--- src/rtl/eps_pkg.sv ---
// ----------------------------------------------------------------------------
// Earliest packet call scheduler package
// Shared widths, defaults and status codes of the scheduler and its checker.
// ----------------------------------------------------------------------------
`default_nettype none

package eps_pkg;

    localparam int MAX_CALLS_DEF = 16;
    localparam int TIME_BITS_DEF = 32;

    localparam int IVL_W        = 20;
    localparam int FIELD_W      = 32;
    localparam int SLOT_W       = 4;
    localparam int STATUS_W     = 2;
    localparam int S_TDATA_W    = 96;
    localparam int S_TUSER_W    = 1;
    localparam int M_TDATA_W    = 40;
    localparam int M_TUSER_W    = 2;

    localparam logic [IVL_W-1:0] PKT_IVL_RST = 20'd20000;

    localparam logic CMD_ADD = 1'b0;
    localparam logic CMD_REQ = 1'b1;

    localparam logic [STATUS_W-1:0] ST_PACKET = 2'd0;
    localparam logic [STATUS_W-1:0] ST_EMPTY  = 2'd1;
    localparam logic [STATUS_W-1:0] ST_ADDED  = 2'd2;
    localparam logic [STATUS_W-1:0] ST_FULL   = 2'd3;

endpackage

`default_nettype wire

--- src/rtl/earliest_packet_call_scheduler.sv ---
// ----------------------------------------------------------------------------
// Earliest packet call scheduler
// Call table with add and request commands; serves the earliest packet time.
// ----------------------------------------------------------------------------
// The input channel carries one command per item: the command in tuser and
// the start, end and current times in tdata. An add stores the call in the
// lowest free slot or reports a full table. A request drops expired calls,
// returns the earliest next-packet time with its slot and then advances that
// time by the packet interval, saturating at the largest time value.
// The configuration channel writes the packet interval; it is always ready.
//
// Both commands walk the table one slot per cycle: an add through the valid
// bits, a request through a single compare unit and the one read port of the
// call memories. An add passes through S_ADD and S_OUT, a request through
// S_REQ, S_UPD and S_OUT, before the result is shown. The input is not ready
// while a command is under way. Each item gives exactly one result, held in
// an output register until it is taken; a stalled receiver holds the block
// in its final state only when a further result is ready to be shown.
// Reset clears the valid bits and the control state and loads the default
// interval of 20000 microseconds; the call memories need no clearing.
// ----------------------------------------------------------------------------
`default_nettype none

module earliest_packet_call_scheduler
    import eps_pkg::*;
#(
    parameter int MAX_CALLS = MAX_CALLS_DEF,
    parameter int TIME_BITS = TIME_BITS_DEF
) (
    input  wire logic                 i_clk,
    input  wire logic                 i_rst_n,
    input  wire logic                 i_s_tvalid,
    output logic                      o_s_tready,
    // tdata: start_time, end_time, now (lowest bits first)
    input  wire logic [S_TDATA_W-1:0] i_s_tdata,
    // tuser: cmd
    input  wire logic [S_TUSER_W-1:0] i_s_tuser,
    output logic                      o_m_tvalid,
    input  wire logic                 i_m_tready,
    // tdata: arrival_time, slot, zero padding (lowest bits first)
    output logic [M_TDATA_W-1:0]      o_m_tdata,
    // tuser: status
    output logic [M_TUSER_W-1:0]      o_m_tuser,
    input  wire logic                 i_cfg_valid,
    output logic                      o_cfg_ready,
    input  wire logic [IVL_W-1:0]     i_cfg_data
);

    localparam int IDX_W = (MAX_CALLS > 1) ? $clog2(MAX_CALLS) : 1;
    localparam int SUM_W = ((TIME_BITS > IVL_W) ? TIME_BITS : IVL_W) + 1;
    localparam logic [IDX_W-1:0]     LAST_IDX  = IDX_W'(MAX_CALLS - 1);
    localparam logic [TIME_BITS-1:0] TIME_MASK = {TIME_BITS{1'b1}};

    typedef enum logic [4:0] {
        S_IDLE = 5'b00001,
        S_ADD  = 5'b00010,
        S_REQ  = 5'b00100,
        S_UPD  = 5'b01000,
        S_OUT  = 5'b10000
    } t_state;

    t_state                r_state, n_state;
    logic [IVL_W-1:0]      r_ivl, n_ivl;
    logic [MAX_CALLS-1:0]  r_valid, n_valid;
    logic [IDX_W-1:0]      r_idx, n_idx;
    logic                  r_issued, n_issued;
    logic                  r_rd_vld, n_rd_vld;
    logic [IDX_W-1:0]      r_rd_idx;
    logic                  r_cmd;
    logic [TIME_BITS-1:0]  r_start, r_end, r_now;
    logic [TIME_BITS-1:0]  r_rd_start, r_rd_end, r_rd_np;
    logic                  r_found, n_found;
    logic [TIME_BITS-1:0]  r_best_np, n_best_np;
    logic [TIME_BITS-1:0]  r_best_start, n_best_start;
    logic [IDX_W-1:0]      r_best_idx, n_best_idx;
    logic [STATUS_W-1:0]   r_res_status, n_res_status;
    logic [TIME_BITS-1:0]  r_res_time, n_res_time;
    logic [IDX_W-1:0]      r_res_slot, n_res_slot;
    logic                  r_out_vld, n_out_vld;
    logic [M_TDATA_W-1:0]  r_out_tdata, n_out_tdata;
    logic [M_TUSER_W-1:0]  r_out_tuser, n_out_tuser;

    logic [TIME_BITS-1:0]  r_mem_start [MAX_CALLS];
    logic [TIME_BITS-1:0]  r_mem_end   [MAX_CALLS];
    logic [TIME_BITS-1:0]  r_mem_np    [MAX_CALLS];

    logic                  w_add_we;
    logic                  w_np_we;
    logic [IDX_W-1:0]      w_np_addr;
    logic [TIME_BITS-1:0]  w_np_data;

    logic                  w_s_acc;
    logic [TIME_BITS+FIELD_W-1:0] w_in_start, w_in_end, w_in_now;
    logic [TIME_BITS+FIELD_W-1:0] w_res_time_ext;
    logic [IDX_W+SLOT_W-1:0]      w_res_slot_ext;
    logic [SUM_W-1:0]      w_sum;
    logic [TIME_BITS-1:0]  w_next_np;
    logic                  w_better;

    assign o_s_tready  = (r_state == S_IDLE);
    assign o_cfg_ready = 1'b1;
    assign o_m_tvalid  = r_out_vld;
    assign o_m_tdata   = r_out_tdata;
    assign o_m_tuser   = r_out_tuser;

    assign w_s_acc    = i_s_tvalid && o_s_tready;
    assign w_in_start = {{TIME_BITS{1'b0}}, i_s_tdata[FIELD_W-1:0]};
    assign w_in_end   = {{TIME_BITS{1'b0}}, i_s_tdata[2*FIELD_W-1:FIELD_W]};
    assign w_in_now   = {{TIME_BITS{1'b0}}, i_s_tdata[3*FIELD_W-1:2*FIELD_W]};

    assign w_res_time_ext = {{FIELD_W{1'b0}}, r_res_time};
    assign w_res_slot_ext = {{SLOT_W{1'b0}}, r_res_slot};

    assign w_sum     = SUM_W'(r_best_np) + SUM_W'(r_ivl);
    assign w_next_np = (w_sum >= SUM_W'(TIME_MASK)) ? TIME_MASK : w_sum[TIME_BITS-1:0];

    assign w_better = !r_found || (r_rd_np < r_best_np)
                      || ((r_rd_np == r_best_np) && (r_rd_start < r_best_start));

    assign w_add_we  = (r_state == S_ADD) && !r_valid[r_idx];
    assign w_np_we   = w_add_we || ((r_state == S_UPD) && r_found);
    assign w_np_addr = w_add_we ? r_idx : r_best_idx;
    assign w_np_data = w_add_we ? r_start : w_next_np;

    always_comb begin
        n_state      = r_state;
        n_ivl        = r_ivl;
        n_valid      = r_valid;
        n_idx        = r_idx;
        n_issued     = r_issued;
        n_rd_vld     = 1'b0;
        n_found      = r_found;
        n_best_np    = r_best_np;
        n_best_start = r_best_start;
        n_best_idx   = r_best_idx;
        n_res_status = r_res_status;
        n_res_time   = r_res_time;
        n_res_slot   = r_res_slot;
        n_out_vld    = r_out_vld;
        n_out_tdata  = r_out_tdata;
        n_out_tuser  = r_out_tuser;

        if (i_cfg_valid) begin
            n_ivl = i_cfg_data;
        end
        if (r_out_vld && i_m_tready) begin
            n_out_vld = 1'b0;
        end

        unique case (r_state)
            S_IDLE: begin
                n_idx    = '0;
                n_issued = 1'b0;
                n_found  = 1'b0;
                if (w_s_acc) begin
                    n_state = (i_s_tuser[0] == CMD_ADD) ? S_ADD : S_REQ;
                end
            end
            S_ADD: begin
                n_res_time = '0;
                if (!r_valid[r_idx]) begin
                    n_valid[r_idx] = 1'b1;
                    n_res_status   = ST_ADDED;
                    n_res_slot     = r_idx;
                    n_state        = S_OUT;
                end else if (r_idx == LAST_IDX) begin
                    n_res_status = ST_FULL;
                    n_res_slot   = '0;
                    n_state      = S_OUT;
                end else begin
                    n_idx = r_idx + 1'b1;
                end
            end
            S_REQ: begin
                if (!r_issued) begin
                    n_rd_vld = 1'b1;
                    n_idx    = r_idx + 1'b1;
                    n_issued = (r_idx == LAST_IDX);
                end
                if (r_rd_vld && r_valid[r_rd_idx]) begin
                    if (r_rd_end < r_now) begin
                        n_valid[r_rd_idx] = 1'b0;
                    end else if (w_better) begin
                        n_found      = 1'b1;
                        n_best_np    = r_rd_np;
                        n_best_start = r_rd_start;
                        n_best_idx   = r_rd_idx;
                    end
                end
                if (r_rd_vld && (r_rd_idx == LAST_IDX)) begin
                    n_state = S_UPD;
                end
            end
            S_UPD: begin
                if (r_found) begin
                    n_res_status = ST_PACKET;
                    n_res_time   = r_best_np;
                    n_res_slot   = r_best_idx;
                end else begin
                    n_res_status = ST_EMPTY;
                    n_res_time   = '0;
                    n_res_slot   = '0;
                end
                n_state = S_OUT;
            end
            S_OUT: begin
                if (!r_out_vld || i_m_tready) begin
                    n_out_vld   = 1'b1;
                    n_out_tdata = {{(M_TDATA_W - FIELD_W - SLOT_W){1'b0}},
                                   w_res_slot_ext[SLOT_W-1:0],
                                   w_res_time_ext[FIELD_W-1:0]};
                    n_out_tuser = r_res_status;
                    n_state     = S_IDLE;
                end
            end
            default: begin
                n_state = S_IDLE;
            end
        endcase
    end

    always_ff @(posedge i_clk) begin
        if (!i_rst_n) begin
            r_state   <= S_IDLE;
            r_ivl     <= PKT_IVL_RST;
            r_valid   <= '0;
            r_idx     <= '0;
            r_issued  <= 1'b0;
            r_rd_vld  <= 1'b0;
            r_found   <= 1'b0;
            r_out_vld <= 1'b0;
        end else begin
            r_state   <= n_state;
            r_ivl     <= n_ivl;
            r_valid   <= n_valid;
            r_idx     <= n_idx;
            r_issued  <= n_issued;
            r_rd_vld  <= n_rd_vld;
            r_found   <= n_found;
            r_out_vld <= n_out_vld;
        end
    end

    always_ff @(posedge i_clk) begin
        r_rd_idx     <= r_idx;
        r_best_np    <= n_best_np;
        r_best_start <= n_best_start;
        r_best_idx   <= n_best_idx;
        r_res_status <= n_res_status;
        r_res_time   <= n_res_time;
        r_res_slot   <= n_res_slot;
        r_out_tdata  <= n_out_tdata;
        r_out_tuser  <= n_out_tuser;
        if (w_s_acc) begin
            r_cmd   <= i_s_tuser[0];
            r_start <= w_in_start[TIME_BITS-1:0];
            r_end   <= w_in_end[TIME_BITS-1:0];
            r_now   <= w_in_now[TIME_BITS-1:0];
        end
    end

    always_ff @(posedge i_clk) begin
        if (w_add_we && (r_cmd == CMD_ADD)) begin
            r_mem_start[r_idx] <= r_start;
            r_mem_end[r_idx]   <= r_end;
        end
        if (w_np_we) begin
            r_mem_np[w_np_addr] <= w_np_data;
        end
        r_rd_start <= r_mem_start[r_idx];
        r_rd_end   <= r_mem_end[r_idx];
        r_rd_np    <= r_mem_np[r_idx];
    end

endmodule

`default_nettype wire

--- config.mk ---
export PLATFORM = sky130hd
export DESIGN_NAME = earliest_packet_call_scheduler
export DESIGN_NICKNAME = d
export VERILOG_FILES = /design/src/rtl/eps_pkg.sv /design/src/rtl/earliest_packet_call_scheduler.sv
export SDC_FILE = /design/constraint.sdc
export NUM_CORES = 2
export LEC_CHECK = 0
export BUFFER_PORTS_ARGS = -buffer_cell sky130_fd_sc_hd__buf_4
export CAP_MARGIN = 15
export CORE_AREA = 2 2 387 389
export DETAILED_ROUTE_END_ITERATION = 6
export DIE_AREA = 0 0 389 391
export PLACE_DENSITY = 0.71
export SKIP_LAST_GASP = 1
export SLEW_MARGIN = 20
export SYNTH_ARGS = -nofsm -noshare
export SYNTH_HDL_FRONTEND = slang
export SYNTH_SLANG_ARGS = --single-unit
--- constraint.sdc ---
create_clock -name i_clk -period 9.75 [get_ports i_clk]
set_clock_uncertainty 0.15 [all_clocks]
set_input_delay 0.4875 -clock i_clk [delete_from_list [all_inputs] [get_ports i_clk]]
set_output_delay 0.4875 -clock i_clk [all_outputs]
set_load 0.02 [all_outputs]
==> impl_metrics.yaml <==
placed_design:
  dpl_worst_slack_ns: 4.04
  port_buffers: 161
  placed_wire_length_estimate_um: 93200
  gp_routability_congestion: 0.821
timing:
  minimum_clock_period_ns: 5.64
  timing.final.max_slew_violations: 0
  setup_violating_endpoint_count_in_the_final_report: 0
  layout_worst_path_cycle_share_pct: 57.8
  setup_repair_after_global_routing_missed_its_margin: "no"
  timing_worst_slew_pin_value_ns: 1.22
  tns_ns: 0
  maxClockFrequency_mhz: 177
  hold_viol: 0
  post-route-worst-setup-slack_ns: 4.11
  slew_limit_headroom_pct: 18.2
floorplan:
  pin_count: 167
  fp-row-count: 142
  dieHeight_um: 391
  core_region_area_um2: 149000
  dieArea_um2: 152000
  initial_utilization_pct: 49.5
  fp.dieW_um: 389
cts:
  clk-insertion-delay-late_ns: 0.83
  cts-buffers-inserted: 187
  post-cts-setup-buffers: 0
  tritoncts_clock_tree: "done"
  cts_root_buffer: "clkbuf_16"
  clkSinkCount: 1926
  cts-htree-levels: 4
  cts_buffer_depth: 3
  clk_pin_slew_worst_paths_ns: 0.06
setup_path:
  worst-endpoint-arrival_ns: 5.93
  worst_path_largest_cell_delay_ns: 0.87
  critical_path_buffer_and_inverter_count: 3
  reg2reg_setup_slack_ns: 4.11
  path_max_fanout: 147
  path_class: "reg2reg"
  critical_path.most_common_cell: "buf_4"
  slowest_stage: "dfxtp_4"
  worst_setup_path_start_kind: "register"
  worstPathCellList: "buf_12, mux4_2, or3_1, o311ai_2, buf_4, nand2_1, nor2_4, buf_4"
  worst_ep_required_time_ns: 10.04
  timing.critical_path.max_delay_family: "buffers and inverters"
  worstSetupEndpointType: "register"
finish:
  layout.cells.most_common: "edfxtp_1"
  layout.cells.most_common_list: "1777 x edfxtp_1, 488 x mux4_2, 213 x buf_4"
  layout-area-overhead-vs-synth_pct: 15.7
  post_route_cells_drive_above_1_share_pct: 26.7
  antenna_cells_inserted: 0
  fill_cells: 10567
  finalNetCount: 4062
synth:
  syn_area_um2: 73600
  postSynthCellCount: 3404
  ys_dominant_reg_cell: "edfxtp_1"
  synth-async-reset-ratio_pct: 0
  avgSynthCellArea_um2: 21.6
  yosys_warnings: 0
  yosysSeqAreaShare_pct: 76.6
  synth-edff-count: 1777
  synth.ff_latch_count: 1926
  netlist-cell-type-count: 75
global_routing:
  grt_most_used_layer: "met2"
  number_of_global_route_vias_before_repair: 36143
  globalRouteMet2Util_pct: 35.4
  globalRouteMet1Util_pct: 31.2
  groute.layer.met3.usage_pct: 3.69
  grt_first_pass_wirelength_um: 243000
  grt_max_degree: 148
  globalRouteOverflowTotal: 0
  global_route.usage.total_pct: 22.0
  number_of_antenna_violations_at_the_first_check_in_global_routing: 4
detailed_routing:
  detailedRoute.firstPassIterationCount: 5
  wl_um: 166000
  initialDrtViolationCount: 3997
  viasPerCell: 6.01
  drc: 0
  post_drt_wl_per_cell_um: 27.9
  route.vias.total: 35633
  antenna_violating_nets_post_route: 0
power:
  vdd.ir_drop.worst_v: 0.000150
  power_w: 0.0177
  p_leak_nw: 27.5
  pwr_density_cell_nw_per_um2: 208
status:
  status: "completed"
hold_path:
  worstHoldPathType: "in2reg"
job:
  cap_viol_max_count: 0
-- logic make-up after synthesis --
family          Yosys count  synth area share (%)
flops                  1926                  76.6
mux                     514                  15.3
simple gates            321                  2.16
buf+inv                 264                  1.42
compound gates          229                  2.13
fa+ha+maj               119                  2.03
xor+xnor                 29                 0.345
other cells               2                0.0102
-- layer usage --
| layer | wire length, µm | part of all wire (%) |
|---|---|---|
| met2 | 81400 | 49 |
| met3 | 12300 | 7.4 |
| met4 | 4050 | 2.4 |
| met1 | 67900 | 41 |
| met5 | 23 | 0.014 |
-- path summary, 6_finish.rpt --
| check | start | end | cells past startpoint |
|---|---|---|---|
| worst min register to register | r_rd_start[1] | r_best_start[1] | 0 |
| worst min-delay path | i_cfg_valid | r_ivl[16] | 3 |
| worst max register to register | r_idx[1] | r_mem_end[6][8] | 8 |
| worst max-delay path | r_idx[1] | r_mem_end[6][8] | 8 |
-- cell usage after synthesis (all sizes together) (13+ instances only) --
master     n  area (µm²)
a21o      36         270
a21oi     79         399
a31oi     19         125
buf       47         229
clkbuf    99         372
dfxtp    149        2980
edfxtp  1777       53400
ha       118        1480
inv      116         435
mux2i     23         230
mux4     488       11000
nand2     56         210
nand2b    13        81.3
nand3     15        75.1
nand4     17         106
nor2     102         393
nor2b     23         144
nor3      42         215
o21ai     20         100
xnor2     20         175
-- registers in the layout, summed over array words and instances (netlist names), 16 cells and up --
register and flops:
o_m_tdata 36, r_rd_np 32, r_mem_np 512, r_now 32, r_rd_start 32, r_best_np 32
r_rd_end 32, r_end 32, r_res_time 32, r_mem_start 512, r_ivl 20, r_start 32
r_best_start 32, r_mem_end 512, r_valid 16
-- cell type report --
| cell class | instances | area (µm²) | area share (%) |
|---|---|---|---|
| multi-input combinational | 1217 | 16500 | 19.4 |
| clock buffer | 267 | 5240 | 6.16 |
| tap | 1944 | 2430 | 2.86 |
| clock inverter | 87 | 930 | 1.09 |
| timing repair buffer | 371 | 3250 | 3.82 |
| sequential | 1926 | 56400 | 66.2 |
| inverter | 118 | 448 | 0.526 |
-- through the flow --
step	cells	instance area (µm²)	util (%)	hold slack (ns)
finish	5930	85100	57.3	0.0833
CTS	5926	85100	57.3	0.0115
floorplan	3407	73600	-	0.179
global route	5930	85100	57.3	0.0527
detailed placement	5429	77400	52.1	0.255
global placement	5425	77400	52.1	0.255
-- timing repair --
item | CTS | global route
hold buffers | 143 | 0
gates resized for setup | 0 | 0
endpoints found under the hold margin | 124 | 0
endpoints found under the setup margin | 0 | 0
-- worst min-delay path, delay by kind of cell --
| kind | cells | cell delay (ns) |
|---|---|---|
| buffers and inverters | 1 | 0.24 |
| multiplexers | 1 | 0.17 |
| AND/OR/NAND/NOR | 1 | 0.10 |
-- report_power, final --
group / leakage [nW] / internal [W] / switching [W]
registers: 17.3 / 0.00922 / 0.000206
logic: 7.16 / 0.000565 / 0.000535
clock network: 2.98 / 0.00409 / 0.00308
No activity file was read; power rests on OpenSTA's default activity.
